===== config.mk =====
export PLATFORM = sky130hd
export DESIGN_NAME = asbe_ctrl
export DESIGN_NICKNAME = d
export VERILOG_FILES = /design/src/design/asbe_pkg.sv /design/src/design/asbe_ctrl.sv
export SDC_FILE = /design/constraint.sdc
export NUM_CORES = 1
export LEC_CHECK = 0
export BUFFER_PORTS_ARGS = -buffer_cell sky130_fd_sc_hd__buf_2
export CAP_MARGIN = 30
export CORE_AREA = 2 2 39 41
export CTS_CLUSTER_DIAMETER = 50
export DETAILED_ROUTE_END_ITERATION = 8
export DIE_AREA = 0 0 41 43
export MAX_ROUTING_LAYER = met4
export PLACE_DENSITY = 0.71
export SLEW_MARGIN = 20
export SYNTH_ARGS = -nofsm -noshare
export SYNTH_HDL_FRONTEND = slang
export SYNTH_SLANG_ARGS = --single-unit

===== constraint.sdc =====
create_clock -name clock -period 2.32 [get_ports clock]
set_clock_uncertainty 0.2 [all_clocks]
set_input_delay 0.232 -clock clock [delete_from_list [all_inputs] [get_ports clock]]
set_output_delay 0.232 -clock clock [all_outputs]
set_load 0.01 [all_outputs]

===== src/design/asbe_pkg.sv =====
// ----------------------------------------------------------------------------
// asbe_pkg
// types and codes shared by the array stack and bag engine: request and
// response beats, operation and error codes, controller states and the
// command and status groups between controller and datapath
// ----------------------------------------------------------------------------
package asbe_pkg;

   typedef enum logic [2:0] {
      OP_PUSH         = 3'd0,
      OP_POP          = 3'd1,
      OP_GET          = 3'd2,
      OP_PUT          = 3'd3,
      OP_SWAP         = 3'd4,
      OP_REMOVE_AT    = 3'd5,
      OP_CONTAINS     = 3'd6,
      OP_REMOVE_VALUE = 3'd7
   } op_type;

   typedef enum logic [1:0] {
      ERR_OK    = 2'd0,
      ERR_RANGE = 2'd1,
      ERR_FULL  = 2'd2
   } err_type;

   typedef struct packed {
      logic [2:0]         kind;
      logic [9:0]         position_a;
      logic [9:0]         position_b;
      logic signed [31:0] value;
   } req_type;

   typedef struct packed {
      logic signed [31:0] read_value;
      logic               found;
      logic [1:0]         error_code;
      logic [10:0]        element_count;
      logic               is_empty;
      logic signed [31:0] top_value;
   } rsp_type;

   typedef enum logic [3:0] {
      ST_IDLE,
      ST_DECODE,
      ST_GET_WAIT,
      ST_SWAP_RB,
      ST_SWAP_WA,
      ST_SWAP_WB,
      ST_SCAN,
      ST_SHIFT,
      ST_TOP,
      ST_DONE
   } ctrl_state_type;

   typedef enum logic [2:0] {
      RD_NONE,
      RD_PA,
      RD_PB,
      RD_SRC,
      RD_TOP
   } rd_sel_type;

   typedef enum logic [2:0] {
      WR_NONE,
      WR_PUSH,
      WR_PUT,
      WR_SWAP_A,
      WR_SWAP_B,
      WR_SHIFT
   } wr_sel_type;

   typedef enum logic [1:0] {
      CNT_HOLD,
      CNT_INC,
      CNT_DEC
   } cnt_op_type;

   typedef enum logic [2:0] {
      PTR_HOLD,
      PTR_FROM_PA,
      PTR_FROM_ZERO,
      PTR_FROM_MATCH,
      PTR_STEP
   } ptr_op_type;

   typedef struct packed {
      logic       load;
      rd_sel_type rd_sel;
      wr_sel_type wr_sel;
      cnt_op_type cnt_op;
      ptr_op_type ptr_op;
      logic       cap_read;
      logic       cap_hold;
      logic       set_err;
      logic       set_found;
   } cmd_type;

   typedef struct packed {
      op_type  kind;
      err_type code;
      logic    more;
      logic    pend;
      logic    match;
   } status_type;

endpackage


===== src/design/asbe_ctrl.sv =====
// ----------------------------------------------------------------------------
// asbe_ctrl
// controller state machine: decodes the held request, sequences memory
// reads and writes, the search and shift-down walks and the response beat
// ----------------------------------------------------------------------------
module asbe_ctrl (
   input  logic                   clock,
   input  logic                   reset,
   input  logic                   start,
   input  asbe_pkg::status_type   status,
   output asbe_pkg::cmd_type      cmd,
   output logic                   busy,
   output logic                   rsp_strobe
);

   asbe_pkg::ctrl_state_type state_ff;
   asbe_pkg::ctrl_state_type state_in;

   always_ff @(posedge clock) begin
      if (reset) begin
         state_ff <= asbe_pkg::ST_IDLE;
      end else begin
         state_ff <= state_in;
      end
   end

   always_comb begin
      state_in = state_ff;
      unique case (state_ff)
         asbe_pkg::ST_IDLE: begin
            if (start) begin
               state_in = asbe_pkg::ST_DECODE;
            end
         end
         asbe_pkg::ST_DECODE: begin
            if (status.code != asbe_pkg::ERR_OK) begin
               state_in = asbe_pkg::ST_TOP;
            end else begin
               unique case (status.kind)
                  asbe_pkg::OP_GET:          state_in = asbe_pkg::ST_GET_WAIT;
                  asbe_pkg::OP_SWAP:         state_in = asbe_pkg::ST_SWAP_RB;
                  asbe_pkg::OP_REMOVE_AT:    state_in = asbe_pkg::ST_SHIFT;
                  asbe_pkg::OP_CONTAINS:     state_in = asbe_pkg::ST_SCAN;
                  asbe_pkg::OP_REMOVE_VALUE: state_in = asbe_pkg::ST_SCAN;
                  default:                   state_in = asbe_pkg::ST_TOP;
               endcase
            end
         end
         asbe_pkg::ST_GET_WAIT: state_in = asbe_pkg::ST_TOP;
         asbe_pkg::ST_SWAP_RB:  state_in = asbe_pkg::ST_SWAP_WA;
         asbe_pkg::ST_SWAP_WA:  state_in = asbe_pkg::ST_SWAP_WB;
         asbe_pkg::ST_SWAP_WB:  state_in = asbe_pkg::ST_TOP;
         asbe_pkg::ST_SCAN: begin
            priority if (status.match) begin
               if (status.kind == asbe_pkg::OP_REMOVE_VALUE) begin
                  state_in = asbe_pkg::ST_SHIFT;
               end else begin
                  state_in = asbe_pkg::ST_TOP;
               end
            end else if (!status.pend && !status.more) begin
               state_in = asbe_pkg::ST_TOP;
            end
         end
         asbe_pkg::ST_SHIFT: begin
            if (!status.pend && !status.more) begin
               state_in = asbe_pkg::ST_TOP;
            end
         end
         asbe_pkg::ST_TOP:  state_in = asbe_pkg::ST_DONE;
         asbe_pkg::ST_DONE: state_in = asbe_pkg::ST_IDLE;
         default:           state_in = asbe_pkg::ST_IDLE;
      endcase
   end

   always_comb begin
      cmd.load      = 1'b0;
      cmd.rd_sel    = asbe_pkg::RD_NONE;
      cmd.wr_sel    = asbe_pkg::WR_NONE;
      cmd.cnt_op    = asbe_pkg::CNT_HOLD;
      cmd.ptr_op    = asbe_pkg::PTR_HOLD;
      cmd.cap_read  = 1'b0;
      cmd.cap_hold  = 1'b0;
      cmd.set_err   = 1'b0;
      cmd.set_found = 1'b0;
      busy          = (state_ff != asbe_pkg::ST_IDLE);
      rsp_strobe    = (state_ff == asbe_pkg::ST_DONE);
      unique case (state_ff)
         asbe_pkg::ST_IDLE: begin
            cmd.load = start;
         end
         asbe_pkg::ST_DECODE: begin
            cmd.set_err = 1'b1;
            if (status.code == asbe_pkg::ERR_OK) begin
               unique case (status.kind)
                  asbe_pkg::OP_PUSH: begin
                     cmd.wr_sel = asbe_pkg::WR_PUSH;
                     cmd.cnt_op = asbe_pkg::CNT_INC;
                  end
                  asbe_pkg::OP_POP: begin
                     cmd.cnt_op = asbe_pkg::CNT_DEC;
                  end
                  asbe_pkg::OP_GET: begin
                     cmd.rd_sel = asbe_pkg::RD_PA;
                  end
                  asbe_pkg::OP_PUT: begin
                     cmd.wr_sel = asbe_pkg::WR_PUT;
                  end
                  asbe_pkg::OP_SWAP: begin
                     cmd.rd_sel = asbe_pkg::RD_PA;
                  end
                  asbe_pkg::OP_REMOVE_AT: begin
                     cmd.ptr_op = asbe_pkg::PTR_FROM_PA;
                  end
                  default: begin
                     cmd.ptr_op = asbe_pkg::PTR_FROM_ZERO;
                  end
               endcase
            end
         end
         asbe_pkg::ST_GET_WAIT: begin
            cmd.cap_read = 1'b1;
         end
         asbe_pkg::ST_SWAP_RB: begin
            cmd.rd_sel   = asbe_pkg::RD_PB;
            cmd.cap_hold = 1'b1;
         end
         asbe_pkg::ST_SWAP_WA: begin
            cmd.wr_sel = asbe_pkg::WR_SWAP_A;
         end
         asbe_pkg::ST_SWAP_WB: begin
            cmd.wr_sel = asbe_pkg::WR_SWAP_B;
         end
         asbe_pkg::ST_SCAN: begin
            if (status.match) begin
               cmd.set_found = 1'b1;
               if (status.kind == asbe_pkg::OP_REMOVE_VALUE) begin
                  cmd.ptr_op = asbe_pkg::PTR_FROM_MATCH;
               end
            end else begin
               cmd.rd_sel = asbe_pkg::RD_SRC;
               cmd.ptr_op = asbe_pkg::PTR_STEP;
            end
         end
         asbe_pkg::ST_SHIFT: begin
            cmd.rd_sel = asbe_pkg::RD_SRC;
            cmd.wr_sel = asbe_pkg::WR_SHIFT;
            cmd.ptr_op = asbe_pkg::PTR_STEP;
            if (!status.pend && !status.more) begin
               cmd.cnt_op = asbe_pkg::CNT_DEC;
            end
         end
         asbe_pkg::ST_TOP: begin
            cmd.rd_sel = asbe_pkg::RD_TOP;
         end
         asbe_pkg::ST_DONE: begin
         end
         default: begin
         end
      endcase
   end

endmodule


==> summary.txt <==
STA
  • Slew Viols, Final: 0
  • Final Setup Violations: 2
  • Unrepaired setup endpoints after global routing: true
  • Slew @ Worst Pin: roughly 520 ps
  • Slew Limit Headroom: about 65%
  • Fin worst setup slack: -72.6 ps
  • Endpoints failing hold: 0
  • Post-layout minimum cycle time: 2390 ps
  • Fmax achieved: around 420 MHz
  • Fin crit share: 103%

Detailed routing
  • Initial DRC Count: 12
  • DR vias: about 670
  • Via density: between 5 and 6
  • Antenna viol nets, final: 0
  • DRC: 0
  • Routed WL: 1470 um
  • WL/cell: around 12 um
  • Drt pass-1 iters: 4

Clocking
  • CTS H-tree lvls: 1
  • Max Root-Sink Buffers: 2
  • Clk sinks: 4
  • Cts bufs inserted: 3
  • CTS tree: done
  • CTS Hold Bufs: 0
  • Clk root buf: clkbuf_4
  • Worst skew pair latency: ~230 ps
  • CTS clock-pin slew for the worst setup and hold paths: ~30 ps

Finish
  • Reg with most FFs: state_ff
  • N_diodes: 0
  • Regs by FF count: state_ff: 4 flops
  • Fillcell total: about 140
  • Final core utilization: a little over half
  • Area Growth Syn to Fin: 41.8%
  • Fin cells: 119
  • Layout cells sized above 1: between 40% and 50%
  • Max reg flops: 4
  • Nets@finish: 116

Synthesis
  • Share of the yosys chip area belonging to registers: between 15 and 20%
  • Mean post-synth cell area: around 7.2 um2
  • Distinct cells, synth: 33
  • Ys flop type: dfxtp_1
  • Synth top area share: between 10% and 20%
  • Area contributors post-synth: dfxtp_1 (16%), a31oi_1 (6.1%), nor2_1 (4.4%)
  • Ys async rst share: 0%
  • Commonest cells in the synthesized netlist: nor2_1 (6), a31oi_1 (5), nand2_1 (5)
  • Cells after Synth: 71
  • Synth Register Bits: 4
  • Warnings, synthesis: 0
  • Post-Synthesis Cell Area: 514 um2
  • Post-synth EDFFs: 0
  • Cell with the most instances after synthesis: nor2_1
  • Cell taking the most area after synthesis: dfxtp_1
  • Synth Net Count: between 80 and 90

Critical path
  • WP data arrival: around 2000 ps
  • WP buf/inv: 1
  • WP data required: 1890 ps
  • Slowest-stage cell, CP: or4b_4
  • CP Cell Sequence: or4b_4 > or3_4 > or3_4 > nand2b_1 > buf_2
  • Delay-heaviest family, CP: simple AND/OR/NAND/NOR gates
  • Worst Path Max Fanout: 3
  • Startpoint Class: flip-flop
  • WS Path Type: reg -> out
  • CP Capture Type: primary output
  • Largest stage delay, worst path: roughly 540 ps
  • CP most frequent cell: or3_4

Placement
  • Placed insts: 114
  • Dpl hpwl: about 1100 um
  • PortBufs: 28
  • Placer Congestion: 0.900

Floorplan
  • CORE AREA: between 1000 and 1500 um2
  • I/O pins: 29
  • Horiz. Die Dim: slightly above 40 um
  • Die area: ~1800 um2
  • Initial core utilization: 37.2%
  • FP Rows: 14
  • Die Ht: around 43 um

Global routing
  • Largest net degree at the start of global routing: 14
  • First-pass GRT wire length: around 2500 um
  • Vias in the first global route: ~620
  • Total Routing Usage GR: 20.4%
  • Initial antenna violation count: 0
  • Grt total ovfl: 0

Outcome
  • Status: finished with violations
  • Failing checks: setup timing

Pwr
  • Max VDD drop: a little under 0.0003 V
  • Leakage power: roughly 0.36 nW
  • PwrDens: around 370 nW/um2

Run
  • Max_cap viols: 0

Hold path
  • Tightest Hold Check Type: in -> reg
stage by stage:
stage                     TNS [ps]  power [W]  instance area (um2)  worst slack (ps)  hold WS (ps)
after floorplan                  0   0.000143                  514              43.5           250
after global placement           0   0.000182                  686               104           379
after detailed placement         0   0.000183                  686               120           383
after CTS                     -251   0.000271                  729              -131           144
after global routing          -449   0.000292                  729              -124           175
final                        -80.8   0.000270                  729             -72.6           152
kinds of logic (layout without fill, tap and decap cells):
family	after synthesis	after routing	synth area share [%]
AOI/OAI and AO/OA	20	20	29.0
xor gates and xnor gates	2	2	3.41
buffers and inverters	8	40	5.84
DFF	4	4	15.6
and+or+nand+nor	37	37	46.2
per-layer routing:
metal,track usage [%],part of all wire [%],vias to the layer above
met2,29.4,45,38
met4,8.00,1.7,0
li1,-,-,337
met3,3.14,9.3,4
met1,27.7,44,294
met5,-,0,-
final timing paths:
| kind | to | slack, ps | cells past startpoint | startpoint |
|---|---|---|---|---|
| max | cmd[12] | -70 | 5 | state_ff[1] |
| min reg2reg | state_ff[0] | 550 | 3 | state_ff[0] |
| max reg2reg | state_ff[1] | 240 | 5 | state_ff[1] |
| min | state_ff[3] | 150 | 3 | reset |
final cells by class:
class	count	area [um2]	area share (%)
well taps	16	20.0	2.74
clock buffers	3	22.5	3.09
inverters	3	11.3	1.54
flip-flops and latches	4	80.1	11.0
repair buffers	34	185	25.4
multi-input cells	59	410	56.3
layout by cell type, fill, tap and decap left out, types with 2 or more instances in the layout:
| cell | count |
|---|---|
| and3_1 | 2 |
| nor3_1 | 3 |
| or3_1 | 2 |
| nor2_1 | 6 |
| xnor2_1 | 2 |
| nor2b_1 | 2 |
| dfxtp_1 | 4 |
| and2_1 | 2 |
| inv_1 | 3 |
| a22o_1 | 2 |
| nor4b_1 | 2 |
| nand2b_1 | 2 |
| clkbuf_4 | 3 |
| or3_4 | 2 |
| a31oi_1 | 5 |
| o21ai_0 | 4 |
| a21oi_1 | 2 |
| buf_4 | 6 |
| nand2_1 | 5 |
| a31o_2 | 2 |
| buf_2 | 28 |
timing repair:
item,CTS,global route
setup endpoints to repair,3,7
hold endpoints to repair,0,0
pin swaps,3,1
resized for setup,1,0
setup buffers,2,0
power by group:
part           internal, W  leakage, nW  switching [W]
Clock            0.0000575       0.0138      0.0000241
Combinational    0.0000507        0.312      0.0000616
Sequential       0.0000738       0.0326     0.00000198
worst reg2reg max path, stage by stage, from the launching register on:
cell and delay [ps]:
dfxtp_1 300, or4b_4 540, or3_4 360, or3_4 340
buf_4 140, a41oi_2 120
No activity file was read; power rests on OpenSTA's default activity.
